## config.mk

```make
export PLATFORM = sky130hd
export DESIGN_NAME = rdp_mul
export DESIGN_NICKNAME = d
export VERILOG_FILES = /design/src/rtl/core/rdp_pkg.sv /design/src/rtl/core/rdp_mul.sv
export SDC_FILE = /design/constraint.sdc
export NUM_CORES = 1
export LEC_CHECK = 0
export BUFFER_PORTS_ARGS = -buffer_cell sky130_fd_sc_hd__buf_2
export CAP_MARGIN = 20
export CELL_PAD_IN_SITES_DETAIL_PLACEMENT = 1
export CELL_PAD_IN_SITES_GLOBAL_PLACEMENT = 1
export CORE_MARGIN = 2
export CORE_UTILIZATION = 34
export CTS_BUF_LIST = sky130_fd_sc_hd__clkbuf_8
export DETAILED_ROUTE_END_ITERATION = 12
export GPL_TIMING_DRIVEN = 0
export PLACE_DENSITY = 0.77
export SYNTH_ARGS = -nofsm -noshare
export SYNTH_HDL_FRONTEND = slang
export SYNTH_SLANG_ARGS = --single-unit
```

## constraint.sdc

```tcl
create_clock -name clock -period 10.17 [get_ports clock]
set_input_delay 3.051 -clock clock [delete_from_list [all_inputs] [get_ports clock]]
set_output_delay 3.051 -clock clock [all_outputs]
set_load 0.1 [all_outputs]
```

## src/rtl/core/rdp_pkg.sv

```systemverilog
// Shared types and constants for the polyline simplifier.
// No dependencies; imported by rdp_mul and polyline_simplify_rdp.
`timescale 1ns / 1ps

package rdp_pkg;

   // Limb width of the shared multiplier.
   localparam int LIMB_W = 16;

   // Tolerance register.
   localparam int TOL_W = 23;
   localparam logic [TOL_W-1:0] TOL_RESET = 23'd256;

   typedef enum logic [25:0] {
      S_LOAD     = 26'h0000001,
      S_TOL      = 26'h0000002,
      S_POP      = 26'h0000004,
      S_SEGRD    = 26'h0000008,
      S_RDF      = 26'h0000010,
      S_RDL      = 26'h0000020,
      S_LEN_A    = 26'h0000040,
      S_LEN_B    = 26'h0000080,
      S_THR      = 26'h0000100,
      S_PTRD     = 26'h0000200,
      S_PT       = 26'h0000400,
      S_DOT_A    = 26'h0000800,
      S_DOT_B    = 26'h0001000,
      S_BR       = 26'h0002000,
      S_SQ_A     = 26'h0004000,
      S_SQ_B     = 26'h0008000,
      S_SCALE    = 26'h0010000,
      S_CR_A     = 26'h0020000,
      S_CR_B     = 26'h0040000,
      S_CR_SQ    = 26'h0080000,
      S_CMP      = 26'h0100000,
      S_DEC      = 26'h0200000,
      S_PUSH2    = 26'h0400000,
      S_OUT_SCAN = 26'h0800000,
      S_OUT_RD   = 26'h1000000,
      S_OUT_WAIT = 26'h2000000
   } state_type;

endpackage

```

## src/rtl/core/rdp_mul.sv

```systemverilog
// Iterative unsigned multiplier, one 16x16 partial product per cycle.
// Depends on rdp_pkg for the limb width.
`timescale 1ns / 1ps

module rdp_mul #(
   parameter int MW = 51
) (
   input  logic          clock,
   input  logic          reset,
   input  logic          start,
   input  logic [MW-1:0] a,
   input  logic [MW-1:0] b,
   output logic          done,
   output logic [2*MW-1:0] p
);
   import rdp_pkg::*;

   localparam int NL   = (MW + LIMB_W - 1) / LIMB_W;
   localparam int PADW = NL * LIMB_W;
   localparam int PW   = 2 * MW;
   localparam int KW   = (NL > 1) ? $clog2(NL) : 1;

   logic [PADW-1:0]     a_ff, b_ff;
   logic [KW-1:0]       i_ff, i_in, j_ff, j_in;
   logic [PW-1:0]       acc_ff, acc_in;
   logic                busy_ff, busy_in, done_ff, done_in;
   logic [2*LIMB_W-1:0] pp;
   logic                last_step;

   assign pp = a_ff[i_ff*LIMB_W +: LIMB_W] * b_ff[j_ff*LIMB_W +: LIMB_W];
   assign last_step = (i_ff == KW'(NL-1)) && (j_ff == KW'(NL-1));

   always_comb begin
      busy_in = busy_ff;
      done_in = 1'b0;
      i_in    = i_ff;
      j_in    = j_ff;
      acc_in  = acc_ff;
      if (start) begin
         busy_in = 1'b1;
         i_in    = '0;
         j_in    = '0;
         acc_in  = '0;
      end else if (busy_ff) begin
         acc_in = acc_ff + (PW'(pp) << ((int'(i_ff) + int'(j_ff)) * LIMB_W));
         if (last_step) begin
            busy_in = 1'b0;
            done_in = 1'b1;
         end else if (j_ff == KW'(NL-1)) begin
            j_in = '0;
            i_in = i_ff + 1'b1;
         end else begin
            j_in = j_ff + 1'b1;
         end
      end
   end

   always_ff @(posedge clock) begin
      if (reset) begin
         busy_ff <= 1'b0;
         done_ff <= 1'b0;
         i_ff    <= '0;
         j_ff    <= '0;
      end else begin
         busy_ff <= busy_in;
         done_ff <= done_in;
         i_ff    <= i_in;
         j_ff    <= j_in;
      end
   end

   always_ff @(posedge clock) begin
      acc_ff <= acc_in;
      if (start) begin
         a_ff <= PADW'(a);
         b_ff <= PADW'(b);
      end
   end

   assign done = done_ff;
   assign p    = acc_ff;

endmodule

```

* After elaboration in Yosys (flattened, before gate mapping)
Cells that the tools add are included.
** Cells by class
- Add/subtract/negate cells :: 4
- Multipliers :: 1
- Divide/modulo/power cells :: 0
- Order comparisons :: 0
- Equality and inequality tests :: 2
- Shifts and indexed selects :: 3
- Multiplexer cells :: 5
- Bitwise logic cells :: 2
- Reductions and logical operators :: 5
** Operators by type and width (count)
- 64-bit by 7-bit variable part select with 16-bit output :: 2
- 102-bit adder :: 1
- 32-bit by 7-bit left shift with 102-bit output :: 1
- 16-bit by 16-bit multiplier with 32-bit output :: 1
- 2-bit by 1-bit adder with 2-bit output, second input constant :: 2
- 2-bit equality test, second input constant :: 2
- 1-bit two-way mux :: 4
- 2-bit by 2-bit adder with 3-bit output :: 1
- 3-bit AND reduction :: 1
- 3-bit OR reduction :: 1
- 2-bit two-way mux :: 1
- 1-bit inverter :: 2
- 2-bit AND reduction :: 1
- 2-bit OR reduction :: 1
- 1-bit logical AND :: 1
** Word-level totals
- Register bits :: 210
- Bits in latches :: 0
- RAM bits :: 0
- ROM bits :: 0
- Input port bits :: 105
- Output and inout port bits :: 103
- Logic and storage cells :: 29
- Memories :: 0

* Logic depth before layout (Yosys ltp)
- Word-level depth :: 5
- Depth in mapped cells :: 41
- Mapped depth without buffers :: 37

* Worst setup path after synthesis
No wires, ideal clock.
- Path type :: register to register
- From :: register j_ff[0]
- To :: register acc_ff[101] (netlist: p[101])
- Setup time :: 0.121 ns
- Arrival :: 10.164 ns
- Slack :: -0.115 ns
- Stages on the path, launching flop included :: 41
- Clock period less this slack :: 10.285 ns
- Path through :: dfxtp_1 -> clkbuf_1 -> clkbuf_1 -> mux2i_1 -> o21ai_1 -> clkbuf_1 -> nand2_1 -> fa_1 -> inv_1 -> fa_1 -> inv_1 -> fa_1 -> inv_1 -> fa_1 -> fa_1 -> inv_1 -> fa_1 -> inv_1 -> [... 5 more ...] -> o31a_1 -> a21boi_1 -> o31a_1 -> a21boi_0 -> mux2_2 -> a211oi_1 -> ha_1 -> clkbuf_1 -> and4_1 -> nor3b_1 -> nand2_1 -> a211oi_1 -> o31ai_1 -> o31ai_2 -> a21oi_1 -> o31a_1 -> mux2i_1 -> mux2_2
** Between the ends
- Word-level cells in the longest chain between the ends :: 4
- Elaborated cells on any way between the ends :: 5
** RTL lines
- start, declared :: line rdp_mul.sv:24 : logic [KW-1:0] i_ff, i_in, j_ff, j_in;
- start signal, assigned :: line rdp_mul.sv:68 : j_ff <= j_in;
- 64-bit by 7-bit variable part select with 16-bit output :: line rdp_mul.sv:30 : assign pp = a_ff[i_ff*LIMB_W +: LIMB_W] * b_ff[j_ff*LIMB_W +: LIMB_W];
- 16-bit by 16-bit multiplier with 32-bit output :: line rdp_mul.sv:30
- 32-bit by 7-bit left shift with 102-bit output (*) :: line rdp_mul.sv:45 : acc_in = acc_ff + (PW'(pp) << ((int'(i_ff) + int'(j_ff)) * LIMB_W));
- 102-bit adder (*) :: line rdp_mul.sv:45
- end signal, assigned :: line rdp_mul.sv:73 : acc_ff <= acc_in;
- end, declared :: line rdp_mul.sv:25 : logic [PW-1:0] acc_ff, acc_in;
Every way passes the cells marked *; elsewhere a longest branch is shown, timed or not.
A chain may end at the register's enable or synchronous reset.

* Worst setup path in the final report
- From :: register j_ff[0]
- To :: register acc_ff[99] (netlist: p[99])
Same word-level chain as after synthesis.

==> impl_metrics.ini <==
[critical_path]
cpLargestDelayFamily = adder cells
timing.critical_path.to_type = register
critical_path_peak_fanout = 7
timing.critical_path.mode_cell = fa_1
critPathBufInv = 10
worstPathArrival_ns = 10.76
worst_ep_required_time_ns = 10.73
crit_type = register to register
critical_path_top_delay_cell = fa_1
slowest_delay_ns = 0.59
cp-start-kind = register

[cells_and_area]
layout.cells.most_common_list = nand2_1, inv_1, nor2_1
flow.area_growth_from_synthesis_pct = 25.3
fin_nets = 3694
fin_cells = 4149
share_of_post_route_cells_with_drive_strength_above_1 = 0.221

[cts]
clock-sinks = 210
max-clock-path-buffers = 3
clockRootBuffer = clkbuf_8
cts_tree = built
cts.clk_slew.worst_paths_ns = 0.07
ctsHtreeMaxLevel = 2
clk-insertion-delay-late_ns = 0.66
ctsHoldBuffers = 0
cts_inserted_buffers = 41

[timing]
period_share = 1.00
final_critical_path_setup_slack_ns = -0.0324
achievable-frequency_ghz = 0.0980
slew_violations = 0
max_slew.worst_pin.slew_ns = 1.15
setup-violations-final = 1
timing.final.crit_period_ns = 10.20
slew_headroom = 0.228
clock-skew-final_ns = 0.0592
timing_hold_violations_final = 0
unrepaired_setup_endpoints_after_global_routing = true
totalNegativeSetupSlack_ns = -0.0324

[synth]
synth.area.mux_share = 0.0414
netlist_area_um2 = 23800
avgSynthCellArea_um2 = 8.42
synth-compound-area-share = 0.195
synthAdderAreaFrac = 0.274
combinational_family_with_the_most_area_after_synthesis = adder cells
flop_and_latch_count_out_of_synthesis = 210
mappedNetlistNets = 3335
synth-async-reset-ratio = 0
post_synth_inst_count = 2826
synth_top_flop_cell = dfxtp_1
synth_area_in_xor_xnor = 0.0387
synth_edf_count = 102
yosys.area_share.simple = 0.160
yosysSeqAreaShare = 0.220
yosys_warnings = 0
yosysUniqueCellTypes = 88

[die]
chip_height_um = 269
chipWidth_um = 269
rows = 96
initial_core_util = 0.345
die_area_um2 = 72100
core_area_um2 = 68900
io_pins = 208

[route]
wl_um = 101000
drc = 0
dr.first_iter.drc_count = 1868
via_count = 23700
detailed_route_wire_length_per_cell_um = 24.4
drt_first_pass_iters = 5
viasPerCell = 5.71
postRouteAntennaNets = 0

[grt]
grt_remaining_overflow = 0
antenna_violations_before_repair = 6
first_pass_grt_wire_length_um = 144000
grtUsageTotal = 0.263
grt_max_degree = 73
number_of_global_route_vias_before_repair = 24200

[placement]
port_buffers = 207
hpwl_um = 74900
place_inst = 3966
globalplace.congestion = 0.963

[run]
max_cap_violations = 0

[status]
status = finished, violations left
violations_in_the_final_reports = negative setup slack

[hold_path]
hold_path.class = register to register
## synthesized netlist by cell type, types with 8 or more instances
cell type,n,share of area
nand2_1,325,0.051
inv_1,312,0.049
nor2_1,309,0.049
a21oi_1,211,0.044
ha_1,208,0.11
fa_1,196,0.16
o21ai_0,111,0.023
clkbuf_1,109,0.017
dfxtp_1,108,0.091
edfxtp_1,102,0.13
a21o_1,87,0.027
mux2i_1,85,0.036
xnor2_1,60,0.022
nand4_1,49,0.013
xor2_1,45,0.017
o21bai_1,36,0.011
o22ai_1,33,0.0087
nor3_1,30,0.0063
nand3_1,28,0.0059
o21a_1,28,0.0088
a211oi_1,27,0.0085
and2_1,25,0.0066
o31ai_1,21,0.0066
nor2b_1,20,0.0053
and3_1,15,0.0039
o21ai_1,15,0.0032
or3_1,14,0.0037
a31oi_1,12,0.0032
nand2b_1,12,0.0032
a221oi_1,10,0.0037
buf_1,10,0.0016
o211ai_1,10,0.0032
or2_2,9,0.0024
a2111oi_0,8,0.0029
a22o_1,8,0.0029
buf_2,8,0.0017
mux2_2,8,0.0038
o31a_1,8,0.0029
## cell families (layout without fill, tap and decap cells)
group / count (synthesis) / count (layout)
AO/OA/AOI/OAI: 703 / 703
XOR/XNOR: 105 / 105
adder cells (fa/ha/maj): 404 / 404
buffers and inverters: 441 / 830
flip-flops: 210 / 210
multiplexers: 95 / 95
other: 0 / 3
AND/OR/NAND/NOR: 868 / 868
## layer usage
metal,part of all wire,vias to the layer above,track usage
li1,-,10500,-
met1,0.40,11800,0.337
met2,0.47,1052,0.439
met3,0.077,326,0.0451
met4,0.052,4,0.108
met5,0.00025,-,0
## registers in the layout, indices dropped and copies added (netlist names)
signal and cells:
i_ff 2, b_ff 51, done 1, busy_ff 1, p 102, a_ff 51, j_ff 2
## through the flow
| step | setup WS, ns | instance area, um2 | util | hold slack [ns] |
|---|---|---|---|---|
| finish | -0.0324 | 29800 | 0.432 | 0.470 |
| detailed placement | -3.02 | 26000 | 0.378 | 0.466 |
| global route | -0.246 | 29800 | 0.432 | 0.512 |
| CTS | -0.0524 | 28600 | 0.415 | 0.476 |
| global placement | -2.80 | 26000 | 0.377 | 0.463 |
| floorplan | 0.0371 | 23800 | - | 0.682 |
## repair_timing
action,4_1_cts,5_1_grt
endpoints found under the hold margin,0,0
resized for setup,292,175
endpoints found under the setup margin,86,61
cloned,0,3
pin swaps,50,72
setup buffers,72,56
## tightest hold or removal path, delay by kind of cell (launching register included)
kind | cells | cell delay (ns)
DFF | 1 | 0.33
AOI/OAI and AO/OA | 1 | 0.05
and+or+nand+nor | 1 | 0.05
## layout make-up
class                           count  area [um2]
Tap cell                          931        1160
Antenna cell                        3        7.51
Inverter                          312        1170
Sequential cell                   210        5240
Clock inverter                     23         109
Clock buffer                       50         688
Timing Repair Buffer              339        2140
Multi-Input combinational cell   2175       18600
Buffer                            106         672
Fill cell                        8194       39100
## worst paths after layout
| check | start | cells after the start | to | slack (ns) |
|---|---|---|---|---|
| setup / recovery | j_ff[0] | 38 | p[99] | -0.03 |
| hold / removal | p[72] | 2 | p[72] | 0.47 |
| setup reg to reg | j_ff[0] | 38 | p[99] | -0.03 |
| hold reg to reg | p[72] | 2 | p[72] | 0.47 |
Power is not shown: default switching activity piles up to over one toggle a cycle in this logic, so the estimate is an artifact.
